==> config.mk <==
export PLATFORM = sky130hd
export DESIGN_NAME = lir_serial_mult
export DESIGN_NICKNAME = d
export VERILOG_FILES = /design/src/hdl/lir_pkg.sv /design/src/hdl/lir_serial_mult.sv
export SDC_FILE = /design/constraint.sdc
export NUM_CORES = 1
export LEC_CHECK = 0
export BUFFER_PORTS_ARGS = -buffer_cell sky130_fd_sc_hd__buf_4
export CORE_ASPECT_RATIO = 2
export CORE_MARGIN = 2
export CORE_UTILIZATION = 47
export CTS_CLUSTER_DIAMETER = 60
export DETAILED_ROUTE_END_ITERATION = 8
export GPL_ROUTABILITY_DRIVEN = 0
export GPL_TIMING_DRIVEN = 0
export PLACE_DENSITY_LB_ADDON = 0.12
export SLEW_MARGIN = 10
export SYNTH_ARGS = -nofsm -noshare
export SYNTH_HDL_FRONTEND = slang
export SYNTH_SLANG_ARGS = --single-unit
export TNS_END_PERCENT = 10
==> constraint.sdc <==
create_clock -name clk -period 5.3 [get_ports clk]
set_input_delay 1.06 -clock clk [delete_from_list [all_inputs] [get_ports clk]]
set_output_delay 1.06 -clock clk [all_outputs]
set_load 0.02 [all_outputs]
==> src/hdl/lir_pkg.sv <==
// ---------------------------------------------------------------------------
// lir_pkg: shared types and constants of the linear interpolation resampler
// Item layouts, operation and status codes, fixed field widths.
// ---------------------------------------------------------------------------
`timescale 1ns / 1ps
`default_nettype none

package lir_pkg;

  localparam int DEF_GRID_POINTS = 256;
  localparam int DEF_TIME_STEPS  = 16;
  localparam int DEF_MODEL_SETS  = 12;

  localparam int SETS_PER_FAMILY = 6;

  localparam int WL_W         = 24;
  localparam int FLUX_W       = 32;
  localparam int FRAC_W       = 16;
  localparam int WEIGHT_W     = FRAC_W + 1;
  localparam int DIFF_W       = FLUX_W + 1;
  localparam int PROD_W       = DIFF_W + WEIGHT_W;
  localparam int GRID_COUNT_W = 9;
  localparam int GRID_IDX_W   = 8;
  localparam int TIME_W       = 4;
  localparam int METAL_W      = 4;
  localparam int SET_W        = METAL_W + 1;
  localparam int CFG_INDEX_W  = 1;
  localparam int CFG_DATA_W   = GRID_COUNT_W;

  localparam logic [CFG_INDEX_W-1:0] CFG_GRID_COUNT = 1'd0;
  localparam logic [CFG_INDEX_W-1:0] CFG_IMF_SELECT = 1'd1;

  localparam logic [GRID_COUNT_W-1:0] GRID_COUNT_RESET = 9'd256;

  typedef enum logic [1:0] {
    MODE_LOAD_GRID = 2'd0,
    MODE_LOAD_FLUX = 2'd1,
    MODE_QUERY     = 2'd2,
    MODE_RESTART   = 2'd3
  } mode_t;

  typedef enum logic [1:0] {
    RANGE_OK    = 2'd0,
    RANGE_ABOVE = 2'd1,
    RANGE_BELOW = 2'd2
  } range_t;

  typedef struct packed {
    mode_t                     mode;
    logic [GRID_IDX_W-1:0]     grid_index;
    logic [TIME_W-1:0]         time_index;
    logic [METAL_W-1:0]        metal_index;
    logic [WL_W-1:0]           wavelength;
    logic signed [FLUX_W-1:0]  flux;
  } in_item_t;

  typedef struct packed {
    logic signed [FLUX_W-1:0]  interpolated_flux;
    range_t                    range_error;
    logic [GRID_IDX_W-1:0]     low_point;
  } out_item_t;

endpackage

`default_nettype wire

==> src/hdl/lir_serial_mult.sv <==
// ---------------------------------------------------------------------------
// lir_serial_mult: bit-serial signed by unsigned multiplier
// Scans the weight MSB first, doubling and adding the flux difference.
// ---------------------------------------------------------------------------
`timescale 1ns / 1ps
`default_nettype none

module lir_serial_mult (
  input  wire logic                         clk,
  input  wire logic                         rst,
  input  wire logic                         start,
  input  wire logic [lir_pkg::DIFF_W-1:0]   mcand,
  input  wire logic [lir_pkg::WEIGHT_W-1:0] mplier,
  output logic                              done,
  output logic [lir_pkg::PROD_W-1:0]        prod
);

  import lir_pkg::*;

  localparam int CNT_W = $clog2(WEIGHT_W + 1);

  logic [DIFF_W-1:0]   mcand_r;
  logic [WEIGHT_W-1:0] mplier_sr;
  logic [CNT_W-1:0]    cnt;
  logic                busy;
  logic [PROD_W-1:0]   addend;

  assign addend = mplier_sr[WEIGHT_W-1]
                ? {{(PROD_W-DIFF_W){mcand_r[DIFF_W-1]}}, mcand_r}
                : '0;

  always_ff @(posedge clk) begin
    if (rst) begin
      busy <= 1'b0;
      done <= 1'b0;
      cnt  <= '0;
    end else begin
      done <= 1'b0;
      if (start) begin
        busy <= 1'b1;
        cnt  <= CNT_W'(WEIGHT_W);
      end else if (busy) begin
        cnt <= cnt - 1'b1;
        if (cnt == CNT_W'(1)) begin
          busy <= 1'b0;
          done <= 1'b1;
        end
      end
    end
  end

  always_ff @(posedge clk) begin
    if (start) begin
      mcand_r   <= mcand;
      mplier_sr <= mplier;
      prod      <= '0;
    end else if (busy) begin
      prod      <= {prod[PROD_W-2:0], 1'b0} + addend;
      mplier_sr <= {mplier_sr[WEIGHT_W-2:0], 1'b0};
    end
  end

endmodule

`default_nettype wire

---- After elaboration in Yosys (flattened, before gate mapping) ----
Cells that the tools add are included.
W data, S select, Z words.
operators by class
  shift-type cells ........................ 0
  $mul .................................... 0
  mux-type cells .......................... 9
  div/mod/pow operators ................... 0
  order comparisons ....................... 0
  add/subtract/negate cells ............... 2
  reduce and logical (&&, ||, !) cells .... 3
  bitwise gates (word level) .............. 1
  equal/unequal tests ..................... 1
operators by type and width
  kind                   number
  $add A50 B50 Y50       1
  $mux W50               1
  $mux W17               2
  $mux W5                2
  $eq A5 B1 Y1 const B   1
  $sub A5 B1 Y5 const B  1
  $mux W1                4
  $reduce_or A3 Y1       1
  $reduce_bool A2 Y1     1
  $reduce_or A2 Y1       1
  $not A1 Y1             1
storage, ports and cells
  latch bits .............................. 0
  memories ................................ 0
  register bits after elaboration ......... 107
  memory bits (writable) .................. 0
  output and inout port bits .............. 51
  memory bits (read-only) ................. 0

---- Depth between registers and ports, before layout ----
  depth in word-level cells ............... 4
  gate-level depth with buffers ........... 13
  depth with buffers taken out ............ 12

---- Worst setup path after synthesis ----
Ideal clock, no wire load.
  path type ............................... reg-to-reg
  start point ............................. reg mplier_sr[16]
  end point ............................... reg prod[47] (netlist name)
  path buffers ............................ 1
  stages on the path, launching flop included .. 13
  path slack .............................. 2.186 ns
  arrival ................................. 3.052 ns
  required time ........................... 5.238 ns
  clock period less this slack ............ 3.114 ns
  path through ............................ edfxtp_1 clkbuf_1 and2_1 fa_1 a211oi_1 nor2_1 a2111oi_2 nor4b_1 o211ai_1 nand2_1 mux2i_1 or4_1 nand3_1
between the ends
  cells in the longest elaborated chain, start to end .. 2
ends and longest elaborated chain
  element                 line                   RTL
  start, declared         lir_serial_mult.sv:23  logic [WEIGHT_W-1:0] mplier_sr;
  start signal, assigned  lir_serial_mult.sv:55  mplier_sr <= mplier;
  start signal, assigned  lir_serial_mult.sv:59  mplier_sr <= {mplier_sr[WEIGHT_W-2:0], 1'b0};
  $mux W50                lir_serial_mult.sv:29  ? {{(PROD_W-DIFF_W){mcand_r[DIFF_W-1]}}, mcand_r}
  $add A50 B50 Y50        lir_serial_mult.sv:58  prod <= {prod[PROD_W-2:0], 1'b0} + addend;
  end signal, assigned    lir_serial_mult.sv:58
  end, declared           lir_serial_mult.sv:15  output logic [lir_pkg::PROD_W-1:0] prod
Every way passes these cells.
A chain may end at the register's enable or synchronous reset.

---- Worst setup path after layout ----
  start point ............................. reg mplier_sr[16]
  end point ............................... reg prod[41] (netlist name)
Same word-level chain as after synthesis.

==> summary.txt <==
Global routing
  • Total congestion overflow after global routing: 0
  • Number of antenna violations at the first check in global routing: 0
  • Global-route wire length before repair: 31.68 mm
  • Maximum number of pins on one net before global-route repair: 36
  • Total track usage: 0.2651
  • Via count of the first global-routing pass: 6232

Route
  • Antenna-violating nets left: 0
  • Drt via density: 5.878
  • Routed wire length per instance: 19.01 um
  • Vias: 6342
  • Starting DRC count in detailed routing: 371
  • Final routed DRC violation total: 0
  • First drt pass iteration count: 5
  • Post-detailed-routing wire length: 20.51 mm

Cells and area
  • P&R area growth vs syn: 19.27%
  • Most frequent standard cell in the layout excluding fill and tap cells: sky130_fd_sc_hd__buf_4
  • Fill cells: 1398
  • Number of inserted diodes: 0
  • Share of layout cells above drive strength 1: 0.1770
  • Leading cell types in the layout, fill and taps excluded: 103 x sky130_fd_sc_hd__buf_4, 89 x sky130_fd_sc_hd__nor2_1, 57 x sky130_fd_sc_hd__dfxtp_1, 54 x sky130_fd_sc_hd__a21oi_1, 52 x sky130_fd_sc_hd__nand2_1
  • Number of nets in the layout: 969
  • Post-Layout Cell Count: 1079

CTS
  • Hold Buf Count CTS: 0
  • Clock tree from TritonCTS: yes
  • Clock latency of the later-clocked register in the worst-skew pair: 360 ps
  • Post CTS Setup Buffer Count: 0
  • # clock sinks: 107
  • CTS max path bufs: 2
  • CTS HTree Levels: 3
  • Post_cts resized: 0
  • Number of buffers created by CTS: 9
  • Clock tree root buffer cell: sky130_fd_sc_hd__clkbuf_16
  • Clock transition at path regs: 90 ps

Synthesis
  • Cell count after synthesis: 768
  • Proportion of netlist area held by the largest area contributor: 0.2192
  • Synthesized flop and latch total: 107
  • Post-synthesis cell type count: 69
  • Proportion of synthesized flip-flops having asynchronous set or reset: 0
  • Synth warn: 0
  • Synth Area in Simple Gates: 0.2016
  • EDFF count, synth: 50
  • Parity-gate share of the synthesized area counting xor and xnor cells: 0.07416
  • Top cells by area in the synthesized netlist: sky130_fd_sc_hd__edfxtp_1 22%, sky130_fd_sc_hd__dfxtp_1 17%, sky130_fd_sc_hd__ha_1 6.0%
  • Adder-cell share of the synthesized area: 0.06466
  • Main combinational cell family by area after synthesis: simple AND/OR/NAND/NOR gates
  • Most used flip-flop cell after synthesis: sky130_fd_sc_hd__dfxtp_1
  • Register area share after synthesis: 0.3858
  • Multiplexer area fraction after synthesis: 0.06283
  • Largest area contributor in the netlist: sky130_fd_sc_hd__edfxtp_1
  • Synthesized Nets: 855
  • Compound-gate portion of the synthesized area: 0.1702
  • Synth Cell Area: 6850 sq um
  • Mean area per synthesized cell: 8.920 sq um

Critical path
  • Crit path launch type: flip-flop
  • Slack of the worst reg-to-reg path: 1300 ps
  • R2R cell count: 12
  • Arrival time of data at the critical path endpoint: 4280 ps
  • FF-to-FF Start: mplier_sr[16]
  • Critical path data required time: 5570 ps
  • Worst R2R End: prod[41]
  • CP Class: flip-flop to flip-flop
  • Type of destination of the critical path: flip-flop
  • Worst Path Max Fanout: 10

Hold path
  • Worst hold path class: flip-flop to flip-flop
  • Destination of the worst hold path: prod[49]
  • Source of the worst hold timing path: prod[49]
  • Worst Hold Depth: 2

STA
  • Rel. slew slack: 0.4131
  • Setup repair after global routing missed its margin: false
  • Tightest Pin Transition: 880.4 ps
  • Crit path time final: 4003 ps
  • # setup viols final: 0
  • Final cycle utilization of the critical path: 0.7553
  • Hold violation count in the final report: 0
  • Final count of pins violating max slew: 0
  • Achievable Freq: 249.8 MHz
  • Total Neg Setup Slack: 0 ps
  • Post-route clock skew: 14.95 ps

Die
  • Std cell rows: 62
  • I/O pins: 104
  • Initial Utilization: 0.4799
  • Die Wd: 89.37 um
  • Die Area: 15620 sq um
  • Core Area: 14270 sq um
  • Height of the die: 174.7 um

Status
  • Outcome: finished, final reports clean

Power
  • Leakage power total: 3.331 nW
  • Total power per unit cell area: 291.4 nW/um^2
  • Worst IR drop on VDD: 0.1605 mV

Placed design
  • Dpl cells: 1063
  • DP Wirelength: 15.65 mm
  • Count of port buffers added during placement: 103

Job
  • Max_cap viols: 0
==> per-stage QoR <==
stage	hold slack (ps)	util	area [sq um]	setup WS, ps	power (mW)
final	493.4	0.5724	8170	1297	2.381
after floorplan	468.6	-	6850	2186	1.447
after global routing	526.1	0.5724	8170	1032	2.488
after CTS	491.8	0.5724	8170	1470	2.381
after detailed placement	480.8	0.5509	7864	1500	1.666
after global placement	480.7	0.5509	7864	1545	1.648
==> report_power, final <==
group,total [mW],internal [mW],switching [mW]
logic,0.674,0.271,0.403
registers,0.986,0.940,0.0463
clock network,0.721,0.376,0.345
total,2.38,1.59,0.794
==> worst max-delay path by stage <==
stage | slack, ps | startpoint | depth (start not counted) | endpoint
after floorplan | 2190 | mplier_sr[16] | 12 | prod[47]
after global placement | 1540 | mplier_sr[16] | 11 | prod[48]
after detailed placement | 1500 | mplier_sr[16] | 12 | prod[41]
after CTS | 1470 | mplier_sr[16] | 12 | prod[41]
after global routing | 1030 | mplier_sr[16] | 12 | prod[41]
final | 1300 | mplier_sr[16] | 12 | prod[41]
==> sequential cells by signal, indices dropped and copies added (netlist names) <==
name	flops
busy	1
cnt	5
done	1
mcand_r	33
mplier_sr	17
prod	50
==> final cells by class <==
cell class,count,area (sq um),share of cell area
buffer,57,226.5,0.02772
clock buffer,9,225.2,0.02757
clock inverter,7,81.33,0.009954
inverter,14,52.55,0.006432
multi-input combinational,590,3929,0.4809
sequential,107,2643,0.3234
tap,192,240.2,0.02940
timing repair buffer,103,773.2,0.09464
==> Yosys cell counts, types with 3 or more instances <==
| cell | count |
|---|---|
| sky130_fd_sc_hd__o22ai_1 | 7 |
| sky130_fd_sc_hd__a21o_1 | 15 |
| sky130_fd_sc_hd__a21oi_1 | 54 |
| sky130_fd_sc_hd__and2_1 | 35 |
| sky130_fd_sc_hd__o21bai_1 | 3 |
| sky130_fd_sc_hd__or2_2 | 3 |
| sky130_fd_sc_hd__inv_1 | 14 |
| sky130_fd_sc_hd__edfxtp_1 | 50 |
| sky130_fd_sc_hd__nand3_1 | 22 |
| sky130_fd_sc_hd__nand2_1 | 52 |
| sky130_fd_sc_hd__ha_1 | 33 |
| sky130_fd_sc_hd__a31oi_1 | 10 |
| sky130_fd_sc_hd__buf_1 | 6 |
| sky130_fd_sc_hd__nor2_1 | 89 |
| sky130_fd_sc_hd__xor2_1 | 12 |
| sky130_fd_sc_hd__o21ai_1 | 6 |
| sky130_fd_sc_hd__o31a_1 | 3 |
| sky130_fd_sc_hd__mux2_2 | 16 |
| sky130_fd_sc_hd__xnor2_1 | 46 |
| sky130_fd_sc_hd__or3_1 | 7 |
| sky130_fd_sc_hd__nor3b_1 | 5 |
| sky130_fd_sc_hd__and3_1 | 3 |
| sky130_fd_sc_hd__nand4_1 | 13 |
| sky130_fd_sc_hd__mux2i_1 | 25 |
| sky130_fd_sc_hd__buf_2 | 10 |
| sky130_fd_sc_hd__or4_1 | 5 |
| sky130_fd_sc_hd__o21a_1 | 5 |
| sky130_fd_sc_hd__clkbuf_1 | 41 |
| sky130_fd_sc_hd__o21ai_0 | 20 |
| sky130_fd_sc_hd__nor3_1 | 19 |
| sky130_fd_sc_hd__nor4_1 | 6 |
| sky130_fd_sc_hd__nor4b_1 | 5 |
| sky130_fd_sc_hd__o31ai_1 | 4 |
| sky130_fd_sc_hd__dfxtp_1 | 57 |
| sky130_fd_sc_hd__a211oi_1 | 21 |
==> metal layers <==
| metal | global-route usage | routed length (um) | vias up |
|---|---|---|---|
| met4 | 0.1468 | 1241 | 0 |
| met2 | 0.4883 | 11190 | 250 |
| li1 | - | - | 3005 |
| met1 | 0.2677 | 7184 | 3003 |
| met3 | 0.04487 | 898 | 84 |
| met5 | 0 | 0 | - |
==> worst max-delay path, stage by stage (launching register included) <==
cell and delay (ps):
sky130_fd_sc_hd__edfxtp_1 580, sky130_fd_sc_hd__clkbuf_1 290, sky130_fd_sc_hd__and2_1 230, sky130_fd_sc_hd__fa_1 450
sky130_fd_sc_hd__a211oi_1 270, sky130_fd_sc_hd__nor2_1 160, sky130_fd_sc_hd__o31a_1 360, sky130_fd_sc_hd__nand2_1 110
sky130_fd_sc_hd__o21ai_2 110, sky130_fd_sc_hd__a31oi_1 650, sky130_fd_sc_hd__o22ai_1 230, sky130_fd_sc_hd__xnor2_1 200
sky130_fd_sc_hd__a211oi_1 260
==> kinds of logic after synthesis <==
| kind of cell | count (synthesis) |
|---|---|
| AND/OR/NAND/NOR | 278 |
| AO/OA/AOI/OAI | 178 |
| flip-flops | 107 |
| buffers and inverters | 71 |
| XOR/XNOR | 58 |
| multiplexers | 41 |
| adder cells (fa/ha/maj) | 35 |
(Power assumes the default switching activity.)
