--- src/hdl/lir_pkg.sv ---
// ---------------------------------------------------------------------------
// lir_pkg: shared types and constants of the linear interpolation resampler
// Item layouts, operation and status codes, fixed field widths.
// ---------------------------------------------------------------------------
`timescale 1ns / 1ps
`default_nettype none

package lir_pkg;

  localparam int DEF_GRID_POINTS = 256;
  localparam int DEF_TIME_STEPS  = 16;
  localparam int DEF_MODEL_SETS  = 12;

  localparam int SETS_PER_FAMILY = 6;

  localparam int WL_W         = 24;
  localparam int FLUX_W       = 32;
  localparam int FRAC_W       = 16;
  localparam int WEIGHT_W     = FRAC_W + 1;
  localparam int DIFF_W       = FLUX_W + 1;
  localparam int PROD_W       = DIFF_W + WEIGHT_W;
  localparam int GRID_COUNT_W = 9;
  localparam int GRID_IDX_W   = 8;
  localparam int TIME_W       = 4;
  localparam int METAL_W      = 4;
  localparam int SET_W        = METAL_W + 1;
  localparam int CFG_INDEX_W  = 1;
  localparam int CFG_DATA_W   = GRID_COUNT_W;

  localparam logic [CFG_INDEX_W-1:0] CFG_GRID_COUNT = 1'd0;
  localparam logic [CFG_INDEX_W-1:0] CFG_IMF_SELECT = 1'd1;

  localparam logic [GRID_COUNT_W-1:0] GRID_COUNT_RESET = 9'd256;

  typedef enum logic [1:0] {
    MODE_LOAD_GRID = 2'd0,
    MODE_LOAD_FLUX = 2'd1,
    MODE_QUERY     = 2'd2,
    MODE_RESTART   = 2'd3
  } mode_t;

  typedef enum logic [1:0] {
    RANGE_OK    = 2'd0,
    RANGE_ABOVE = 2'd1,
    RANGE_BELOW = 2'd2
  } range_t;

  typedef struct packed {
    mode_t                     mode;
    logic [GRID_IDX_W-1:0]     grid_index;
    logic [TIME_W-1:0]         time_index;
    logic [METAL_W-1:0]        metal_index;
    logic [WL_W-1:0]           wavelength;
    logic signed [FLUX_W-1:0]  flux;
  } in_item_t;

  typedef struct packed {
    logic signed [FLUX_W-1:0]  interpolated_flux;
    range_t                    range_error;
    logic [GRID_IDX_W-1:0]     low_point;
  } out_item_t;

endpackage

`default_nettype wire

--- src/hdl/lir_divider.sv ---
// ---------------------------------------------------------------------------
// lir_divider: bit-serial restoring divider for the upper weight
// Produces floor(num * 2^FRAC_W / den) for num < den, one bit per cycle.
// ---------------------------------------------------------------------------
`timescale 1ns / 1ps
`default_nettype none

module lir_divider (
  input  wire logic                     clk,
  input  wire logic                     rst,
  input  wire logic                     start,
  input  wire logic [lir_pkg::WL_W-1:0] num,
  input  wire logic [lir_pkg::WL_W-1:0] den,
  output logic                          done,
  output logic [lir_pkg::FRAC_W-1:0]    quo
);

  import lir_pkg::*;

  localparam int CNT_W = $clog2(FRAC_W + 1);

  logic [WL_W-1:0]  rem;
  logic [WL_W-1:0]  den_r;
  logic [CNT_W-1:0] cnt;
  logic             busy;
  logic [WL_W:0]    rem_shift;
  logic [WL_W:0]    trial;

  assign rem_shift = {rem, 1'b0};
  assign trial     = rem_shift - {1'b0, den_r};

  always_ff @(posedge clk) begin
    if (rst) begin
      busy <= 1'b0;
      done <= 1'b0;
      cnt  <= '0;
    end else begin
      done <= 1'b0;
      if (start) begin
        busy <= 1'b1;
        cnt  <= CNT_W'(FRAC_W);
      end else if (busy) begin
        cnt <= cnt - 1'b1;
        if (cnt == CNT_W'(1)) begin
          busy <= 1'b0;
          done <= 1'b1;
        end
      end
    end
  end

  always_ff @(posedge clk) begin
    if (start) begin
      rem   <= num;
      den_r <= den;
      quo   <= '0;
    end else if (busy) begin
      if (!trial[WL_W]) begin
        rem <= trial[WL_W-1:0];
        quo <= {quo[FRAC_W-2:0], 1'b1};
      end else begin
        rem <= rem_shift[WL_W-1:0];
        quo <= {quo[FRAC_W-2:0], 1'b0};
      end
    end
  end

endmodule

`default_nettype wire

--- config.mk ---
export PLATFORM = sky130hd
export DESIGN_NAME = lir_divider
export DESIGN_NICKNAME = d
export VERILOG_FILES = /design/src/hdl/lir_pkg.sv /design/src/hdl/lir_divider.sv
export SDC_FILE = /design/constraint.sdc
export NUM_CORES = 1
export LEC_CHECK = 0
export ABC_AREA = 1
export BUFFER_PORTS_ARGS = -buffer_cell sky130_fd_sc_hd__buf_2
export CAP_MARGIN = 20
export CORE_MARGIN = 4
export CORE_UTILIZATION = 33
export DETAILED_ROUTE_END_ITERATION = 12
export HOLD_SLACK_MARGIN = 0.1
export PLACE_DENSITY = 0.52
export SYNTH_ARGS = -nofsm -noshare
export SYNTH_HDL_FRONTEND = slang
export SYNTH_SLANG_ARGS = --single-unit
--- constraint.sdc ---
create_clock -name clk -period 2.3 [get_ports clk]
set_input_delay 0.115 -clock clk [delete_from_list [all_inputs] [get_ports clk]]
set_output_delay 0.115 -clock clk [all_outputs]
set_load 0.005 [all_outputs]
Word level (Yosys, flattened, before mapping). Cells that the tools add are included.

Register bits: 71. Input bits: 51. Output and inout bits: 17. Word-level logic and storage cells: 24.

Add/sub/neg operators: 2. Equality and inequality tests: 1. Mux-type cells: 10. Bitwise logic cells: 1. Reductions and logical operators: 3.

Operator list (number): $mux 24 (3); $sub 25x24->25 (1); $mux 5 (2); $eq 5x1->1 const B (1); $mux 1 (5); $sub 5x1->5 const B (1); $reduce_or 3->1 (1); $reduce_bool 2->1 (1); $reduce_or 2->1 (1); $not 1->1 (1).

Longest topological paths before layout. Gate-level depths: netlist of the first run.

Depth in word-level cells: 4. Depth in mapped cells: 16.

Worst setup path after synthesis of the first run. No wires, ideal clock.

Path kind: register to register. From: register den_r[0]. To: register rem[4], data pin. Library setup time: 0.253 ns. Arrival: 1.823 ns. Required time: 2.047 ns. Setup slack: 0.224 ns. Stages on the path, launching flop included: 15. Buffers on the path: 1. Path through: edfxtp_1 -> fa_1 -> inv_1 -> nand2_1 -> nand2_1 -> nand3_1 -> nand2_2 -> nand2_2 -> nand3_4 -> nand2_4 -> nand2_4 -> buf_12 -> nand2_2 -> nand3_2 -> nand2_1.

Longest elaborated chain between the ends: 4.

RTL lines: start, declared (line lir_divider.sv:23) `logic [WL_W-1:0] den_r;`; start signal, assigned (line lir_divider.sv:55) `den_r <= den;`; $sub 25x24->25 (line lir_divider.sv:30) `assign trial = rem_shift - {1'b0, den_r};`; $mux 24 (line lir_divider.sv:58) `if (!trial[WL_W]) begin`; $mux 24 (line lir_divider.sv:57) `end else if (busy) begin`; $mux 24 (line lir_divider.sv:53) `if (start) begin`; end signal, assigned (line lir_divider.sv:54) `rem <= num;`; end signal, assigned (line lir_divider.sv:59) `rem <= trial[WL_W-1:0];`; end signal, assigned (line lir_divider.sv:62) `rem <= rem_shift[WL_W-1:0];`; end, declared (line lir_divider.sv:22) `logic [WL_W-1:0] rem;`.

Every way passes these cells. The select of a mux whose other input is x is not followed. A chain may end at the register's enable or synchronous reset.

Worst setup path after layout of the first run.
From: register rem[8]. To: register rem[6], data pin.

Longest elaborated chain between the ends: 4.

RTL lines (line): $sub 25x24->25 (lir_divider.sv:30); $mux 24 (lir_divider.sv:58); $mux 24 (lir_divider.sv:57); $mux 24 (lir_divider.sv:53).

Every way passes these cells. The select of a mux whose other input is x is not followed.

==> out/qor.yml, run 1 <==
status: "completed"
synth-edff-count: 48
setup_tns_ns: 0
ys_top_cells_by_area: "edfxtp_1, nand2_1, inv_1"
leakage_nw: 3.60
tightest_slew_ns: 0.562
final_area_um2: 7130
viasPerCell: 4.52
yosysWarningCount: 0
fin_crit_sh: 0.961
nFillCells: 1521
die_area_um2: 17500
crit_required_ns: 2.42
place_hpwl_um: 10000
setup_viol: 0
port_buffers: 67
gp_congestion: 0.902
r2r_slack_ns: 0.09
max_freq_mhz: 453
mappedNetlistArea_um2: 5100
num_vias: 4789
holdWs_ns: 0.227
max_stage_delay_ns: 0.44
synth_flop_cell: "edfxtp_1"
syn_area_per_cell_um2: 7.14
die_w_um: 132
endpoint_kind: "register"
core_area_um2: 15100
io_pins: 68
die_h_um: 132
crit_path_start_kind: "register"
cts_max_level: 3
drv_slew: 0
cp.arrival_ns: 2.33
start_util: 0.337
seq_area_frac_synth: 0.373
ir_drop_mv: 0.374
finalHoldViolCount: 0
insertion_delay_ns: 0.35
yosysTopAreaCell: "edfxtp_1"
first_pass_iters: 4
critical_path.slowest_cell: "edfxtp_1"
grt_first_pass_wirelength_um: 22500
crit_type: "register to register"
cts_root_buf: "clkbuf_16"
cts_tree: "done"
yosys.area.top_type_share: 0.283
rows: 45
fin_crit_ns: 2.21
syn_to_final_growth_pct: 39.7
maxCapViolations: 0
cts.path.max_buffers: 2
reg2reg_to: "rem[6]"
ys_seq_elements: 71
grt_max_degree: 50
numClockSinks: 71
drc_errors: 0
layout-drive-gt1-share: 0.256
wl_per_cell_um: 13.2
final_util: 0.471
worst_path_most_repeated_cell: "nand2_1"
antenna_found_initial: 0
hold_class: "input pin to register"
syn_inst: 714
grt_pass1_vias: 4725
reg2reg_from: "rem[8]"
cp_max_fo: 5
diodes: 0
hold_end: "cnt[4]"
drtIter0Drc: 256
hold_start: "start"
worstRegToRegCells: 14
drt_wl_total_um: 14000
numCtsBuffers: 9
path_clk_slew_ns: 0.07
power_density_nw_per_um2: 852
ys_types: 37
ant_nets: 0
gr-total-overflow: 0
synthArstFlopShare: 0
holdPathStages: 3
nets: 944
worstPathCellList: "ha_4 -> nand2_1 -> nand2_1 -> nand2_1 -> nand2_2 -> nand2_2 -> nand2_2 -> nand2_4 -> nand3_4 -> nand2_8 -> clkbuf_16 -> nand3_1 -> nand3_1 -> nand2_1"
slew_headroom: 0.625
placed_area_um2: 5770
finClkSkew_ns: 0.0101
track_usage: 0.159
syn_nets: 791
==> cells in the final DEF (no fill, tap or decap), types with 2 or more instances in the layout <==
cell / n
inv_8: 3
inv_1: 158
ha_4: 20
nor2_4: 2
and2_1: 3
nor2_1: 29
clkbuf_16: 11
inv_6: 3
buf_4: 31
buf_2: 67
nor3_1: 2
xor2_1: 3
nor2_2: 7
dfxtp_1: 23
nand2_8: 5
ha_1: 4
nand3_1: 53
xnor2_1: 5
o22ai_1: 15
edfxtp_1: 48
buf_12: 3
nand2_1: 222
dlygate4sd3_1: 49
inv_2: 4
nand3_2: 16
nand3b_1: 6
a21oi_1: 14
nand4_4: 2
nand4_1: 8
nand2_2: 36
nand2_4: 6
==> how the worst max path moves through the flow <==
| stage | start | to | slack (ns) | depth (start not counted) |
|---|---|---|---|---|
| 2_1_floorplan | den_r[0] | rem[4] | 0.22 | 14 |
| 3_3_place_gp | rem[10] | rem[2] | 0.03 | 14 |
| 3_5_place_dp | rem[9] | rem[23] | 0.03 | 14 |
| 4_1_cts | rem[9] | rem[2] | 0.02 | 14 |
| 5_1_grt | rem[22] | rem[5] | -0.02 | 12 |
| 6_report | rem[8] | rem[6] | 0.09 | 14 |
==> power by group <==
part	leakage [nW]	switching (mW)	internal, mW
combinational	2.79	1.67	1.28
clock	0.147	0.667	0.768
sequential	0.665	0.123	1.55
total	3.60	2.46	3.61
==> through the flow <==
| stage | std cells | power [mW] | setup slack [ns] |
|---|---|---|---|
| final | 1060 | 6.07 | 0.0902 |
| after global routing | 1060 | 6.57 | -0.0238 |
| after CTS | 1045 | 5.58 | 0.0226 |
| after detailed placement | 980 | 4.04 | 0.0261 |
| after global placement | 980 | 4.04 | 0.0334 |
| after floorplan | 714 | 3.45 | 0.224 |
==> critical path: cells and delay by family (launching register included) <==
family	cells	cell delay, ns
adders and majority gates	1	0.29
DFF	1	0.44
buffers and inverters	1	0.16
and+or+nand+nor	12	1.10
==> logic make-up after synthesis <==
kind of cell | Yosys count | share of synthesized area
and+or+nand+nor | 398 | 0.365
xor gates and xnor gates | 8 | 0.0137
DFF | 71 | 0.373
buffers and inverters | 176 | 0.141
adders and majority gates | 26 | 0.0652
AOI/OAI and AO/OA | 35 | 0.0415
==> final cells by class <==
class / instances / area, µm² / share of cell area
clock buffers: 9 / 225 / 0.0316
clock inverters: 7 / 68.8 / 0.00966
inverters: 162 / 608 / 0.0853
multi-input cells: 469 / 2890 / 0.406
flip-flops and latches: 71 / 1900 / 0.267
well taps: 188 / 235 / 0.0330
repair buffers: 154 / 1190 / 0.168
==> Yosys cell counts (3+ instances only) <==
| master | instances |
|---|---|
| a21oi_1 | 14 |
| and2_1 | 3 |
| buf_2 | 4 |
| clkbuf_1 | 4 |
| dfxtp_1 | 23 |
| edfxtp_1 | 48 |
| ha_1 | 25 |
| inv_1 | 160 |
| nand2_1 | 237 |
| nand2_2 | 26 |
| nand2_4 | 4 |
| nand3_1 | 54 |
| nand3_2 | 15 |
| nand3b_1 | 6 |
| nand4_1 | 8 |
| nor2_1 | 32 |
| nor2_2 | 4 |
| o22ai_1 | 15 |
| xnor2_1 | 5 |
| xor2_1 | 3 |
==> routing by layer <==
metal | vias to the layer above | GRT usage | routed length (µm)
li1 | 2518 | - | -
met1 | 2176 | 0.200 | 6660
met2 | 81 | 0.271 | 6670
met3 | 14 | 0.0408 | 521
met4 | 0 | 0.0398 | 180
met5 | - | 0 | 0
==> state kept, by name (all words and copies together) (netlist names) <==
signal  flops
quo        16
rem        24
done        1
den_r      24
busy        1
cnt         5
==> timing repair <==
item	in CTS	in global routing
buffers inserted	0	11
endpoints found under the hold margin	50	0
gates resized for setup	0	61
setup endpoints to repair	0	25
hold buffers	49	0
Note: power is estimated with default switching activity, not from simulation.
==> run 2: changes to the inputs <==
ABC_AREA = 0   (was 1)
BUFFER_PORTS_ARGS = unset   (was -buffer_cell sky130_fd_sc_hd__buf_2)
DONT_BUFFER_PORTS = 1   (was unset)
PLACE_DENSITY = 0.48   (was 0.52)
==> run 2 against run 1 <==
Against the previous run: the run now ends with hold timing, setup timing left; global-route usage about the same; cell area decreased by 7.0%; cell count decreased by 26%; register-to-register slack got worse by 0.57 ns; flip-flop and latch count unchanged; synthesized cell count decreased by 41%; sequential share of layout area increased by 2.0 points; clock power about the same; non-clock buffer count increased by 38; total power increased by 22%; wire length decreased by 20%; die area decreased by 16%.
==> out/qor.yml, run 2 <==
ys_types: 60  # +62%
cts_max_level: 3  # unchanged
syn_to_final_growth_pct: 56.1
insertion_delay_ns: 0.35  # about the same
stdcell_count: 784  # -26%
io_pins: 68  # unchanged
drtIter0Drc: 161  # -37%
core_area_um2: 12600  # -17%
final_cell_mix: "buf_4, dlygate4sd3_1, edfxtp_1, nand2_1, mux2i_1"
yosys.area.top_type_share: 0.339  # +0.0569
hold_end: "quo[0]"
ys_seq_elements: 71  # unchanged
synthArstFlopShare: 0  # unchanged
maxCapViolations: 0  # unchanged
die_w_um: 121  # -8.2%
path_clk_slew_ns: 0.06  # about the same
die_h_um: 121  # -8.2%
grt_max_degree: 94  # +88%
numClockSinks: 71  # unchanged
synth-edff-count: 48  # unchanged
final_common_cell: "buf_4"
setup_viol: 25  # +25
leakage_nw: 2.79  # -23%
finClkSkew_ns: 0.00838  # -0.00175 ns
finalHoldViolCount: 26  # +26
syn_inst: 422  # -41%
worstRegToRegCells: 12  # -2
setup_tns_ns: -10.17  # -10.17 ns
grt_first_pass_wirelength_um: 18500  # -18%
drc_errors: 0  # unchanged
die_area_um2: 14700  # -16%
syn_area_per_cell_um2: 10.1  # +41%
holdWs_ns: -0.128  # -0.355 ns
r2r_slack_ns: -0.48  # -0.57 ns
place_hpwl_um: 7420  # -26%
crit_path_start_kind: "register"
fin_crit_sh: 1.21  # +0.250
hold_start: "start"
num_vias: 3750  # -22%
cts.path.max_buffers: 2  # unchanged
tightest_slew_ns: 0.631  # +0.0687 ns
crit_required_ns: 2.40  # -0.02 ns
pre_cts_slack_ns: -0.541  # -0.567 ns
slew_headroom: 0.574  # -0.0512
fin_ws_ns: -0.484  # -0.574 ns
track_usage: 0.158  # -0.000387
ir_drop_mv: 0.619  # +65%
power_density_nw_per_um2: 1120  # +31%
reg2reg_from: "rem[0]"
hold_class: "input pin to register"
gp_congestion: 0.830  # -8.0%
status: "finished with violations"
cp_max_fo: 7  # +2
numCtsBuffers: 9  # unchanged
layout-drive-gt1-share: 0.275  # +0.0192
seq_area_frac_synth: 0.448  # +0.0750
syn_nets: 499  # -37%
yosys-top-cells-count: "edfxtp_1, nand2_1, inv_1"
ys_top_cells_by_area: "edfxtp_1, dfxtp_1, ha_1"
start_util: 0.337  # about the same
port_buffers: 0  # -100%
grt_pass1_vias: 3900  # -17%
holdPathStages: 1  # -2
fin_crit_ns: 2.78  # +0.574 ns
crit_type: "register to register"
nets: 683  # -28%
cts_root_buf: "clkbuf_16"
endpoint_kind: "register"
rows: 41  # -8.9%
yosysMostFrequentCell: "edfxtp_1"
cts_tree: "done"
yosysTopAreaCell: "edfxtp_1"
drt_wl_total_um: 11300  # -20%
yosysWarningCount: 0  # unchanged
drv_slew: 0  # unchanged
first_pass_iters: 4  # unchanged
cp.arrival_ns: 2.88  # +0.55 ns
top_regs: "den_r: 24 flops, rem: 24 flops, quo: 16 flops"
reg2reg_to: "rem[11]"
gr-total-overflow: 0  # unchanged
ant_nets: 0  # unchanged
max_freq_mhz: 359  # -21%
place_inst: 670  # -32%
synth_flop_cell: "edfxtp_1"
rsz0062_at_grt: "true"
viasPerCell: 4.78  # +5.9%
mappedNetlistArea_um2: 4250  # -17%
antenna_found_initial: 1  # +1
violations: "hold timing, setup timing"
wl_per_cell_um: 14.4  # +8.6%
[run 2: kinds of logic after synthesis]
| logic type | synth area share |
|---|---|
| AND/OR/NAND/NOR | 0.135 |
| AO/OA/AOI/OAI | 0.161 |
| flip-flops | 0.448 |
| buffers and inverters | 0.0524 |
| multiplexers | 0.0757 |
| adder cells (fa/ha/maj) | 0.0784 |
| XOR/XNOR | 0.0495 |
[run 2: timing repair]
item,CTS,global route
pin swaps,14,3
endpoints found under the setup margin,25,25
cloned,0,0
buffers inserted,9,3
gates resized for setup,31,17
hold endpoints to repair,94,46
hold buffers,84,2
[run 2: cell type report]
cell class	instances	area, µm²
Fill cell	1191	5990
Multi-Input combinational cell	299	2360
Sequential cell	71	1900
Timing Repair Buffer	192	1720
Clock buffer	11	264
Tap cell	172	215
Inverter	33	124
Clock inverter	5	43.8
Antenna cell	1	2.50
[run 2: per-stage QoR]
step / power (mW) / hold WS [ns] / area (µm²) / util
floorplan: 3.89 / 0.184 / 4270 / -
global placement: 5.09 / 0.188 / 5100 / 0.404
detailed placement: 5.12 / 0.189 / 5100 / 0.404
CTS: 7.31 / -0.170 / 6510 / 0.516
global route: 7.91 / -0.156 / 6630 / 0.525
finish: 7.41 / -0.128 / 6630 / 0.525
[run 2: critical path, cell delays in order, from the launching register on]
cell and delay, ns:
edfxtp_1 0.36, inv_2 0.06, fa_2 0.39, nand2b_4 0.15, a21o_1 0.18, a21oi_2 0.18
o21ai_2 0.11, a21o_1 0.21, a311oi_4 0.30, buf_12 0.19, buf_4 0.12, mux2i_2 0.22
o21ai_1 0.07
[run 2: how the worst max path moves through the flow]
stage            from  endpoint  slack, ns  cells past startpoint
2_1_floorplan  rem[0]   rem[10]      -0.31                     11
3_3_place_gp   rem[4]    rem[1]      -0.44                     11
3_5_place_dp   rem[4]   rem[22]      -0.54                     11
4_1_cts        rem[0]   rem[11]      -0.51                     12
5_1_grt        rem[0]    rem[9]      -0.64                     12
6_report       rem[0]   rem[11]      -0.48                     12
[run 2: power by group]
group / leakage (nW) / switching (mW) / internal, mW
logic: 1.97 / 1.83 / 2.35
clock network: 0.155 / 0.600 / 0.846
registers: 0.667 / 0.138 / 1.65
total: 2.79 / 2.57 / 4.84
[run 2: metal layers]
metal  global-route usage  vias to the layer above  part of all wire
li1                     -                     1903                 -
met5                    0                        -                 0
met2                0.268                       65              0.49
met4               0.0539                        0             0.014
met3               0.0406                       12             0.041
met1                0.196                     1770              0.45
==> run 3: changes to the inputs <==
CTS_BUF_LIST = sky130_fd_sc_hd__clkbuf_4   (was unset)
SLEW_MARGIN = 20   (was unset)
==> run 3 against run 2 <==
Against the previous run: the flow still finishes with violations (hold timing, setup timing); combinational power is 5% higher; first-iteration DRC count rose by 4.3%; die area unchanged; largest cell class unchanged.
==> out/qor.yml, run 3 (synthesized netlist as in run 2, its figures left out) <==
place_hpwl_um: 7420  # unchanged
cts_tree: "done"
layout-drive-gt1-share: 0.280  # +0.00491
die_h_um: 121  # unchanged
antenna_found_initial: 1  # unchanged
io_pins: 68  # unchanged
drt_wl_total_um: 11300  # +0.23%
fin_crit_ns: 2.85  # +0.0663 ns
max_freq_mhz: 351  # -2.3%
fin_crit_sh: 1.24  # +0.0288
grt_max_degree: 94  # unchanged
cts_max_level: 3  # unchanged
cts_root_buf: "clkbuf_4"
max_stage_delay_ns: 0.40  # about the same
nets: 683  # unchanged
worstPathCellList: "inv_2 -> fa_2 -> nand2b_4 -> a21o_1 -> a21oi_2 -> o21ai_2 -> a21o_1 -> a311oi_4 -> buf_12 -> buf_12 -> buf_6 -> nor4b_2 -> a311o_1"
grt_first_pass_wirelength_um: 18100  # -1.7%
ir_drop_mv: 0.565  # -8.7%
path_buf_inv: 4  # +1
endpoint_kind: "register"
multi_input_area_um2: 2350  # -0.53%
setup_viol: 25  # unchanged
gp_congestion: 0.830  # unchanged
cp_top_family: "compound AO/OA/AOI/OAI gates"
rows: 41  # unchanged
cp_max_fo: 4  # -3
first_pass_iters: 6  # +2
viasPerCell: 4.83  # +0.96%
maxCapViolations: 0  # unchanged
path_clk_slew_ns: 0.14  # +0.08 ns
syn_to_final_growth_pct: 52.1
numClockSinks: 71  # unchanged
fin_ws_ns: -0.550  # -0.0663 ns
final_cell_mix: "buf_4, dlygate4sd3_1, edfxtp_1, nand2_1, inv_1"
drc_errors: 0  # unchanged
violations: "hold timing, setup timing"
slew_headroom: 0.567  # -0.00737
cp.arrival_ns: 3.09  # +0.21 ns
setup_tns_ns: -11.69  # -1.51 ns
nFillCells: 1218  # +2.3%
die_w_um: 121  # unchanged
p_total_mw: 7.03  # -5.1%
gr-total-overflow: 0  # unchanged
drtIter0Drc: 168  # +4.3%
regArea_um2: 1900  # unchanged
ant_nets: 0  # unchanged
hold_class: "input pin to register"
cts.path.max_buffers: 2  # unchanged
numCtsBuffers: 9  # unchanged
finalHoldViolCount: 45  # +73%
rsz0062_at_grt: "true"
drv_slew: 0  # unchanged
top_regs: "den_r: 24 flops, rem: 24 flops, quo: 16 flops"
crit_required_ns: 2.54  # +0.14 ns
critical_path.slowest_cell: "edfxtp_1"
leakage_nw: 2.74  # -1.6%
finClkSkew_ns: 0.0158  # +0.00738 ns
grt_pass1_vias: 3834  # -1.7%
final_common_cell: "buf_4"
core_area_um2: 12600  # unchanged
track_usage: 0.156  # -0.00246
wl_per_cell_um: 14.4  # +0.36%
power_density_nw_per_um2: 1090  # -2.6%
start_util: 0.337  # unchanged
crit_type: "register to register"
crit_path_start_kind: "register"
holdWs_ns: -0.233  # -0.104 ns
cts.hold.buffers_added: 80  # -4.8%
final_area_um2: 6460  # -2.6%
diodes: 0  # -1
num_vias: 3781  # +0.83%
status: "finished with violations"
port_buffers: 0  # unchanged
tightest_slew_ns: 0.642  # +0.0109 ns
die_area_um2: 14700  # unchanged
insertion_delay_ns: 0.46  # +0.11 ns
pre_cts_slack_ns: -0.541  # unchanged
placed_area_um2: 5100  # unchanged
run 3: cell types whose count changed in the layout (fill, tap and decap cells not counted), moves of 2 or more:
cell,before,now
clkbuf_16,10,0
a21oi_2,7,5
buf_6,5,8
dlygate4sd3_1,86,80
o21ai_1,19,17
inv_1,29,31
buf_8,1,4
clkbuf_4,0,9
o21ai_0,5,7
a21oi_1,17,19
run 3: metal layers:
metal  GRT usage  share of wire  vias to the layer above
met4      0.0483          0.016                        2
met1       0.193           0.46                     1806
met3      0.0396          0.039                       14
met2       0.267           0.49                       56
li1            -              -                     1903
met5           0         0.0012                        -
run 3: final timing paths:
check / from / end / slack [ns] / cells after the start
hold reg to reg: quo[0] / quo[0] / 0.52 / 2
setup reg to reg: rem[0] / rem[10] / -0.55 / 13
setup / recovery: rem[0] / rem[10] / -0.55 / 13
hold / removal: start / den_r[6] / -0.23 / 0
run 3: power by group:
group	leakage [nW]	switching, mW	total (mW)	internal, mW
Sequential	0.667	0.137	1.78	1.64
Clock	0.0839	0.533	0.881	0.348
Combinational	1.99	1.88	4.37	2.49
run 3: per-stage QoR:
stage / instances / util
floorplan: 422 / -
global placement: 670 / 0.404
detailed placement: 670 / 0.404
CTS: 776 / 0.499
global route: 783 / 0.512
finish: 783 / 0.512
run 3: timing repair:
action	CTS	global route
resized for setup	29	25
pin swaps	11	8
gates cloned	0	1
setup buffers	10	6
endpoints found under the hold margin	95	48
setup endpoints to repair	25	25
run 3: worst reg2reg max path: stages, from the launching register on:
cell      delay (ns)
edfxtp_1        0.40
inv_2           0.06
fa_2            0.39
nand2b_4        0.15
a21o_1          0.17
a21oi_2         0.18
o21ai_2         0.11
a21o_1          0.21
a311oi_4        0.31
buf_12          0.17
buf_12          0.10
buf_6           0.08
nor4b_2         0.03
a311o_1         0.26
run 3: final cells by class:
class	instances	share of cell area
clock inverter	7	0.0120
multi-input combinational	299	0.363
sequential	71	0.294
clock buffer	9	0.0105
tap	172	0.0333
timing repair buffer	192	0.267
inverter	33	0.0192
